--- src/hw/rtl/deq_pkg.sv ---
// ----------------------------------------------------------------------------
// deq_pkg
// Types and codes shared by the double-ended queue and its testbench.
// ----------------------------------------------------------------------------
package deq_pkg;

  // Command codes.
  localparam logic [2:0] CMD_PUSH_FRONT = 3'd0;
  localparam logic [2:0] CMD_PUSH_BACK  = 3'd1;
  localparam logic [2:0] CMD_POP_FRONT  = 3'd2;
  localparam logic [2:0] CMD_POP_BACK   = 3'd3;
  localparam logic [2:0] CMD_SIZE       = 3'd4;

  // Status codes.
  localparam logic [1:0] STATUS_OK        = 2'd0;
  localparam logic [1:0] STATUS_POP_EMPTY = 2'd1;
  localparam logic [1:0] STATUS_PUSH_FULL = 2'd2;

  typedef struct packed {
    logic [2:0]         cmd;
    logic signed [31:0] value;
  } req_t;

  typedef struct packed {
    logic signed [31:0] element;
    logic [4:0]         count;
    logic [1:0]         status;
    logic               is_empty;
    logic               is_size_reply;
    logic               last;
  } rsp_t;

endpackage

--- src/hw/rtl/deq_mem.sv ---
// ----------------------------------------------------------------------------
// deq_mem
// Word store of the queue: one write port and one registered read port.
// ----------------------------------------------------------------------------
module deq_mem #(
  parameter int DEPTH = 16,
  parameter int WIDTH = 32
) (
  input  logic                     clk,
  input  logic                     we,
  input  logic [$clog2(DEPTH)-1:0] waddr,
  input  logic [WIDTH-1:0]         wdata,
  input  logic                     re,
  input  logic [$clog2(DEPTH)-1:0] raddr,
  output logic [WIDTH-1:0]         rdata
);

  logic [WIDTH-1:0] mem [DEPTH];

  always_ff @(posedge clk) begin
    if (we) begin
      mem[waddr] <= wdata;
    end
  end

  always_ff @(posedge clk) begin
    if (re) begin
      rdata <= mem[raddr];
    end
  end

endmodule

--- src/hw/rtl/double_ended_queue_with_dump_top.sv ---
// ----------------------------------------------------------------------------
// double_ended_queue_with_dump_top
// Bounded double-ended queue of signed words that dumps its contents after
// every push or pop.
// ----------------------------------------------------------------------------
// A request is taken at a rising edge where start is high and busy is low.
// It pushes at the front or back, pops from the front or back, or asks for
// the number of words held. Results leave on rsp, each one valid for exactly
// one cycle while strobe is high; the receiver cannot hold them off.
// After a push or pop that leaves n words held, the words are read from the
// store one per cycle, front first, and appear on rsp in the cycle after each
// read, the final one marked by last. The store's single read port sets the
// pace, and busy stays high until the last of the n words has been read.
// A request that leaves the queue empty, a pop on an empty queue and a size
// query give one result in the cycle after acceptance and keep busy low, so
// they may follow each other every cycle. Unused command codes are ignored.
// A push on a full queue is dropped and flagged on every result of its dump.
// Reset empties the queue at once; the store contents are left as they are,
// since no word is read before it has been written.
// ----------------------------------------------------------------------------
module double_ended_queue_with_dump_top #(
  parameter int DEPTH = 16
) (
  input  logic          clk,
  input  logic          rst,
  input  logic          start,
  output logic          busy,
  input  deq_pkg::req_t req,
  output logic          strobe,
  output deq_pkg::rsp_t rsp
);

  localparam int IW = (DEPTH > 1) ? $clog2(DEPTH) : 1;
  localparam int CW = $clog2(DEPTH + 1);
  localparam int SW = IW + 1;

  localparam logic ST_IDLE = 1'b0;
  localparam logic ST_DUMP = 1'b1;

  logic          state;
  logic [IW-1:0] front;
  logic [CW-1:0] count;
  logic [1:0]    status_q;
  logic [IW-1:0] rd_idx;

  // Output stage registers.
  logic          o_vld;
  logic          o_word;
  logic          o_last;
  logic          o_empty;
  logic          o_size;
  logic [1:0]    o_status;
  logic [4:0]    o_count;

  logic          accept;
  logic [IW-1:0] front_next;
  logic [CW-1:0] count_next;
  logic [1:0]    status_next;
  logic          go_dump;
  logic          direct;
  logic          direct_size;
  logic          we;
  logic [IW-1:0] waddr;
  logic [SW-1:0] back_sum;
  logic [IW-1:0] back_pos;
  logic [SW-1:0] rd_sum;
  logic [IW-1:0] raddr;
  logic          rd_last;
  logic          re;
  logic [31:0]   rdata;

  assign accept = start && !busy;
  assign busy   = (state == ST_DUMP);

  // Slot just past the back word: front + count, wrapped once.
  assign back_sum = SW'(front) + SW'(count);
  assign back_pos = (back_sum >= SW'(DEPTH)) ? IW'(back_sum - SW'(DEPTH)) : IW'(back_sum);

  // Read address of the current dump position.
  assign rd_sum  = SW'(front) + SW'(rd_idx);
  assign raddr   = (rd_sum >= SW'(DEPTH)) ? IW'(rd_sum - SW'(DEPTH)) : IW'(rd_sum);
  assign rd_last = (rd_idx == IW'(count - 1'b1));
  assign re      = (state == ST_DUMP);

  always_comb begin
    front_next  = front;
    count_next  = count;
    status_next = deq_pkg::STATUS_OK;
    go_dump     = 1'b0;
    direct      = 1'b0;
    direct_size = 1'b0;
    we          = 1'b0;
    waddr       = back_pos;
    case (req.cmd)
      deq_pkg::CMD_PUSH_FRONT, deq_pkg::CMD_PUSH_BACK: begin
        // A push always leaves at least one word, so the dump is read out.
        go_dump = 1'b1;
        if (count >= CW'(DEPTH)) begin
          status_next = deq_pkg::STATUS_PUSH_FULL;
        end else begin
          we         = 1'b1;
          count_next = count + 1'b1;
          if (req.cmd == deq_pkg::CMD_PUSH_FRONT) begin
            front_next = (front == '0) ? IW'(DEPTH - 1) : front - 1'b1;
            waddr      = front_next;
          end
        end
      end
      deq_pkg::CMD_POP_FRONT, deq_pkg::CMD_POP_BACK: begin
        if (count == '0) begin
          status_next = deq_pkg::STATUS_POP_EMPTY;
          direct      = 1'b1;
        end else begin
          count_next = count - 1'b1;
          if (req.cmd == deq_pkg::CMD_POP_FRONT) begin
            front_next = (front == IW'(DEPTH - 1)) ? '0 : front + 1'b1;
          end
          if (count_next == '0) begin
            direct = 1'b1;
          end else begin
            go_dump = 1'b1;
          end
        end
      end
      deq_pkg::CMD_SIZE: begin
        direct      = 1'b1;
        direct_size = 1'b1;
      end
      default: begin
      end
    endcase
  end

  deq_mem #(
    .DEPTH (DEPTH),
    .WIDTH (32)
  ) u_mem (
    .clk   (clk),
    .we    (accept && we),
    .waddr (waddr),
    .wdata (req.value),
    .re    (re),
    .raddr (raddr),
    .rdata (rdata)
  );

  always_ff @(posedge clk) begin
    if (rst) begin
      state <= ST_IDLE;
      front <= '0;
      count <= '0;
      o_vld <= 1'b0;
    end else begin
      o_vld <= 1'b0;
      if (accept) begin
        front    <= front_next;
        count    <= count_next;
        status_q <= status_next;
        if (go_dump) begin
          state  <= ST_DUMP;
          rd_idx <= '0;
        end else if (direct) begin
          // Single result with no stored word behind it.
          o_vld    <= 1'b1;
          o_word   <= 1'b0;
          o_last   <= 1'b1;
          o_empty  <= (count_next == '0);
          o_size   <= direct_size;
          o_status <= status_next;
          o_count  <= 5'(count_next);
        end
      end else if (state == ST_DUMP) begin
        // The word read at this edge is shown in the next cycle.
        o_vld    <= 1'b1;
        o_word   <= 1'b1;
        o_last   <= rd_last;
        o_empty  <= 1'b0;
        o_size   <= 1'b0;
        o_status <= status_q;
        o_count  <= 5'(count);
        rd_idx   <= rd_idx + 1'b1;
        if (rd_last) begin
          state <= ST_IDLE;
        end
      end
    end
  end

  assign strobe            = o_vld;
  assign rsp.element       = o_word ? rdata : '0;
  assign rsp.count         = o_count;
  assign rsp.status        = o_status;
  assign rsp.is_empty      = o_empty;
  assign rsp.is_size_reply = o_size;
  assign rsp.last          = o_last;

  // The number of words held never goes beyond the store's depth.
  a_count_bound : assert property (@(posedge clk) disable iff (rst)
    count <= CW'(DEPTH))
    else $error("held count exceeds depth");

  // Every read issued during a dump is shown as a result in the next cycle.
  a_dump_shows : assert property (@(posedge clk) disable iff (rst)
    (state == ST_DUMP) |=> (strobe && !rsp.is_empty && !rsp.is_size_reply))
    else $error("dump read not delivered");

  // A run of results has no gaps: a result that is not last is followed by one.
  a_run_contiguous : assert property (@(posedge clk) disable iff (rst)
    (strobe && !rsp.last) |=> strobe)
    else $error("gap in result run");

  // A size query is answered in the next cycle with a single marked result.
  a_size_reply : assert property (@(posedge clk) disable iff (rst)
    (accept && (req.cmd == deq_pkg::CMD_SIZE))
      |=> (strobe && rsp.is_size_reply && rsp.last))
    else $error("size query not answered");

endmodule

--- config.mk ---
export PLATFORM = sky130hd
export DESIGN_NAME = double_ended_queue_with_dump_top
export DESIGN_NICKNAME = d
export VERILOG_FILES = /design/src/hw/rtl/deq_pkg.sv /design/src/hw/rtl/deq_mem.sv /design/src/hw/rtl/double_ended_queue_with_dump_top.sv
export SDC_FILE = /design/constraint.sdc
export NUM_CORES = 1
export LEC_CHECK = 0
export ABC_AREA = 1
export BUFFER_PORTS_ARGS = -buffer_cell sky130_fd_sc_hd__buf_2
export CELL_PAD_IN_SITES_DETAIL_PLACEMENT = 1
export CELL_PAD_IN_SITES_GLOBAL_PLACEMENT = 2
export CORE_UTILIZATION = 28
export DETAILED_ROUTE_END_ITERATION = 8
export PLACE_DENSITY = 0.63
export SYNTH_ARGS = -nofsm -noshare
export SYNTH_HDL_FRONTEND = slang
export SYNTH_HIERARCHICAL = 1
export SYNTH_SLANG_ARGS = --single-unit
--- constraint.sdc ---
create_clock -name clk -period 3.9 [get_ports clk]
set_input_delay 0 -clock clk [delete_from_list [all_inputs] [get_ports clk]]
set_output_delay 0 -clock clk [all_outputs]
set_load 0.005 [all_outputs]
==> results of run 1 <==
-- cell usage after synthesis (all sizes together) --
master and number:
nand2 774, edfxtp 561, inv 457, nand3 406, buf 103, nor2 50, ha 14, a21oi 13
o21ai 13, clkbuf 12, dfxtp 11, xnor2 5, xor2 5, nand3b 4, nand4 3, fa 2
mux2i 2, a22oi 1, clkinv 1, nor3 1, nor4 1, or2 1
-- sequential cells by signal, summed over array words and instances (netlist names) --
signal       count
u_mem/rdata     32
status_q         2
o_size           1
u_mem/mem      512
count            5
o_count          5
o_status         2
o_last           1
o_empty          1
strobe           1
rd_idx           4
busy             1
front            4
o_word           1
-- stage by stage --
step | cells | total power (uW) | util [%]
after floorplan | 2440 | 8290 | -
after global placement | 3623 | 9050 | 30.4
after detailed placement | 3623 | 9060 | 30.4
after CTS | 3789 | 15700 | 33.4
after global routing | 3789 | 16100 | 33.4
final | 3789 | 15400 | 33.4
-- logic make-up after synthesis --
family	synth area share (%)
AND/OR/NAND/NOR	20.9
buffers and inverters	9.87
flip-flops	67.4
AO/OA/AOI/OAI	0.603
adder cells (fa/ha/maj)	0.850
XOR/XNOR	0.346
multiplexers	0.0790
-- critical path: cells and delay by family, from the launching register on --
family	cells	cell delay (ns)
and+or+nand+nor	3	1.05
DFF	1	0.51
AOI/OAI and AO/OA	1	0.18
xor gates and xnor gates	1	0.21
adders and majority gates	2	0.62
buffers and inverters	2	0.40
-- routing by layer --
metal | up-vias | wire length [um]
met5 | - | 0
met4 | 0 | 1570
met3 | 87 | 2400
met2 | 245 | 37100
met1 | 8622 | 33800
li1 | 8122 | -
-- area by class of cell --
| cell class | instances | share of cell area, % |
|---|---|---|
| clock buffer | 83 | 6.12 |
| clock inverter | 43 | 1.58 |
| inverter | 458 | 5.82 |
| multi-input combinational | 1295 | 19.8 |
| sequential | 572 | 57.3 |
| tap | 1165 | 4.89 |
| timing repair buffer | 173 | 4.44 |
-- how the worst min path moves through the flow --
stage          startpoint               to  slack, ns  cells after the start
2_1_floorplan      req[0]  u_mem/mem[0][0]        0.1                      0
3_3_place_gp          rst         count[3]       0.36                      2
3_5_place_dp          rst         count[3]       0.36                      2
4_1_cts               rst         front[2]       0.28                      3
5_1_grt               rst         front[2]       0.31                      3
6_report              rst         front[2]       0.31                      3
-- report_power, final --
group          switching [uW]  internal [uW]  total (uW)
Sequential               60.8           6900        6960
Combinational            1390            561        1950
Clock                    2640           3890        6540
Total                    4090          11300       15400
==> flow_summary_export.csv, run 1 <==
group,metric,value,unit
setup_path,required,4.19,ns
finish,final_area,0.0298,mm^2
timing,fin_crit_sh,84.5,%
yosys,synthTopCellsByArea,"edfxtp_1, nand2_1, nand3_1",
setup_path,crit_chain,"ha_1 -> inv_1 -> fa_1 -> xnor2_1 -> nand2_1 -> o21ai_0 -> nand3b_1 -> nor2_4 -> buf_4",
yosys,synth.distinct_cells,39,
clocking,cts_buffer_depth,3,
finish,final_cell_mix,"nand2_1, edfxtp_1, inv_1",
setup_path,startpoint_type,"flip-flop",
pwr,power.density,518,mW/mm^2
placed_design,place_area,0.0271,mm^2
timing,final-setup-viol-count,0,
finish,drive_gt1_share,10.9,%
setup_path,slowest_delay,0.55,ns
floorplan,core_area,0.0891,mm^2
yosys,yosys_warnings,6,
floorplan,num_rows,109,
global_route,grt.busiest_layer,"met2",
floorplan,fp.dieW,303,um
clocking,tritoncts,"done",
clocking,post-cts-setup-buffers,0,
routing,dr.pass1.iters,5,
finish,finalNetCount,2623,
clocking,cts-root-buf,"clkbuf_16",
timing,tightest_slew,0.934,ns
routing,wl_per_cell,19.8,um
global_route,grt_pass1_vias,18100,
global_route,grtUsageMet2,28.8,%
placed_design,gp_congestion,0.759,
routing,via_per_inst,4.51,
yosys,synth_top_area_share,66.5,%
placed_design,io_buffers,81,
yosys,yosysSeqAreaShare,67.4,%
setup_path,crit_path_end,"u_mem/mem[6][26]",
clocking,path_clk_slew,0.06,ns
timing,fmax,0.304,GHz
floorplan,die_h,303,um
floorplan,pin_count,82,
timing,fin_ws,0.606,ns
setup_path,reg2reg_depth,9,
timing,rsz0062_at_grt,"false",
clocking,cts_made_buffers,69,
setup_path,r2r-start,"front[0]",
status,status,"completed",
clocking,clock-sinks,572,
global_route,grt_use_met3,2.34,%
setup_path,cp_max_fo,14,
timing,skew,0.0236,ns
finish,fillers,9892,
routing,drc,0,
routing,dr.first_iter.drc_count,771,
timing,min_period,3.29,ns
floorplan,die_area,0.0917,mm^2
yosys,avgSynthCellArea,10.4,um^2
clocking,clock_latency,0.62,ns
setup_path,crit_start,"front[0]",
timing,slew_headroom,37.7,%
global_route,grt_max_degree,125,
clocking,cts_resized,0,
finish,multi_input_area,0.00591,mm^2
global_route,antenna_found_initial,1,
placed_design,preCtsSetupSlack,0.663,ns
setup_path,arrival,3.59,ns
setup_path,path_class,"reg -> reg",
timing,fin_hold_ws,0.305,ns
pwr,p_leak,0.0126,uW
global_route,grt_util_met1,21.5,%
global_route,gr-total-overflow,0,
routing,drtAntennaViolNets,0,
timing,drv_slew,0,
placed_design,hpwlAfterDp,44.3,mm
yosys,synth_cells,2440,
min_path,min_path_type,"in -> reg",
finish,diodes,0,
global_route,grt_first_pass_wirelength,113,mm
clocking,hold_buffers,40,
yosys,synth_nets,2494,
setup_path,worstSetupEndpointType,"flip-flop",
yosys,synth_seq_cells,572,
finish,area_growth,17.6,%
setup_path,rr_endpoint,"u_mem/mem[6][26]",
finish,final_common_cell,"nand2_1",
clocking,htreeDepth,3,
pwr,vdd_drop_max,288,uV
global_route,grt_util_all_layers,16.6,%
setup_path,rrSetupSlack,0.61,ns
yosys,netlist_area,0.0253,mm^2
yosys,synth_top_cell_by_area,"edfxtp_1",
timing,tns,0,ns
routing,vias,17100,
routing,drt-total-wl,74.9,mm
timing,final_hold_viol_count,0,
floorplan,initial_utilization,28.4,%
setup_path,critPathSlowestCell,"nor2_4",
flow_run,drv_cap,0,
finish,regArea,0.0171,mm^2
No activity file was read; power rests on OpenSTA's default activity.
==> inputs of run 2 (changes only) <==
--- a/config.mk
+++ b/config.mk
@@ -11,7 +11,7 @@
 export CELL_PAD_IN_SITES_GLOBAL_PLACEMENT = 2
 export CORE_UTILIZATION = 28
 export DETAILED_ROUTE_END_ITERATION = 8
-export PLACE_DENSITY = 0.63
+export PLACE_DENSITY = 0.65
 export SYNTH_ARGS = -nofsm -noshare
 export SYNTH_HDL_FRONTEND = slang
 export SYNTH_HIERARCHICAL = 1
==> constraint.sdc (replaced) <==
create_clock -name clk -period 2.9 [get_ports clk]
set_input_delay 0 -clock clk [delete_from_list [all_inputs] [get_ports clk]]
set_output_delay 0 -clock clk [all_outputs]
set_load 0.005 [all_outputs]
==> flow_summary_export.csv, run 2 (synthesized netlist as in run 1, its figures left out) <==
group,metric,value,unit
clocking,clock-sinks,572,
routing,via_per_inst,4.45,
clocking,cts-root-buf,"clkbuf_16",
finish,drive_gt1_share,11.2,%
global_route,antenna_found_initial,1,
routing,dr.first_iter.drc_count,847,
finish,finalNetCount,2640,
timing,fin_crit_sh,91.1,%
placed_design,io_buffers,81,
global_route,grt_util_all_layers,15.8,%
finish,top_register,"u_mem/mem",
min_path,min_path_type,"in -> reg",
routing,top_layer,"met5",
finish,reg.largest.list,"u_mem/mem (512), u_mem/rdata (32)",
routing,wl_met2,34.6,mm
clocking,htreeDepth,3,
timing,final_hold_viol_count,0,
pwr,vdd_drop_max,368,uV
global_route,grt_max_degree,98,
placed_design,place_area,0.0276,mm^2
timing,fin_ws,0.257,ns
setup_path,worstSetupEndpointType,"flip-flop",
global_route,gr-total-overflow,0,
routing,wl_met1,32.9,mm
timing,drv_slew,0,
routing,wl_per_cell,18.7,um
routing,drc,0,
routing,drt-total-wl,71.1,mm
placed_design,gp_congestion,0.764,
finish,diodes,0,
placed_design,preCtsSetupSlack,0.270,ns
timing,min_period,2.64,ns
global_route,grt_first_pass_wirelength,109,mm
clocking,path_clk_slew,0.06,ns
finish,largest_reg_flops,512,
floorplan,core_area,0.0891,mm^2
clocking,cts_made_buffers,68,
floorplan,fp.dieW,303,um
timing,slew_headroom,47.4,%
flow_run,drv_cap,0,
clocking,cts_buffer_depth,3,
routing,wl_met3,2.09,mm
timing,tightest_slew,0.789,ns
setup_path,required,3.19,ns
status,status,"completed",
floorplan,die_area,0.0917,mm^2
timing,fin_hold_ws,0.265,ns
setup_path,startpoint_type,"flip-flop",
finish,final_common_cell,"nand2_1",
floorplan,initial_utilization,28.4,%
floorplan,num_rows,109,
floorplan,die_h,303,um
floorplan,pin_count,82,
timing,final-setup-viol-count,0,
placed_design,dp_cells,3643,
routing,drtAntennaViolNets,0,
setup_path,cp_max_fo,28,
finish,final_cells,3800,
finish,postLayoutCoreUtil,33.8,%
clocking,cts_resized,0,
pwr,power.density,676,mW/mm^2
finish,area_growth,18.9,%
global_route,grt_pass1_vias,17800,
finish,final_cell_mix,"nand2_1, edfxtp_1, inv_1",
timing,skew,0.0355,ns
timing,rsz0062_at_grt,"false",
routing,vias,16900,
placed_design,hpwlAfterDp,42.0,mm
pwr,p_leak,0.0128,uW
clocking,tritoncts,"done",
setup_path,path_class,"reg -> reg",
timing,fmax,0.378,GHz
routing,dr.pass1.iters,4,
finish,final_area,0.0301,mm^2
setup_path,arrival,2.93,ns
clocking,clock_latency,0.61,ns
-- run 2: cell count changes in the layout (fill, tap and decap cells not counted), sizes merged, moves of 2 or more --
cell | previous run | this run
buf | 133 | 153
clkbuf | 83 | 86
dlygate4sd3 | 40 | 38
clkinv | 32 | 23
-- run 2: cell type report --
type                    instances  area [um^2]
clock buffers                  86         1770
multi-input cells            1295         5910
well taps                    1165         1460
fillers                      9891        58900
repair buffers                191         1790
inverters                     458         1730
flip-flops and latches        572        17100
clock inverters                33          398
-- run 2: layer usage --
metal  up-vias  track usage [%]
met4         2             4.74
met3        88             2.03
met1      8458             20.6
met5         -                0
met2       204             27.1
li1       8165                -
-- run 2: path summary, 6_finish.rpt --
check / startpoint / end / slack, ns / depth (start not counted)
worst max-delay path: front[1] / u_mem/mem[1][15] / 0.26 / 9
worst min-delay path: rst / count[3] / 0.26 / 3
worst min register to register: status_q[0] / o_status[0] / 0.53 / 2
worst max register to register: front[1] / u_mem/mem[1][15] / 0.26 / 9
-- run 2: critical path, stage by stage (launching register included) --
cell     delay (ns)
dfxtp_1        0.42
inv_1          0.18
fa_1           0.46
xnor2_1        0.14
nand2_1        0.06
o21ai_0        0.17
nor2_1         0.16
nand2_1        0.24
nor2_4         0.21
buf_12         0.26
-- run 2: through the flow --
step,setup TNS [ns],total power [uW]
final,0,20400
after global routing,0,21200
after detailed placement,0,12200
after CTS,0,20700
after global placement,0,12200
after floorplan,-195.22,11200
-- run 2: timing repair --
action	in CTS	in global routing
setup buffers	0	0
hold buffers	38	0
hold endpoints to repair	531	0
-- run 2: where the power goes --
group / switching, uW / internal (uW)
Sequential: 61.5 / 9270
Combinational: 1840 / 828
Clock: 3380 / 4980
Total: 5290 / 15100
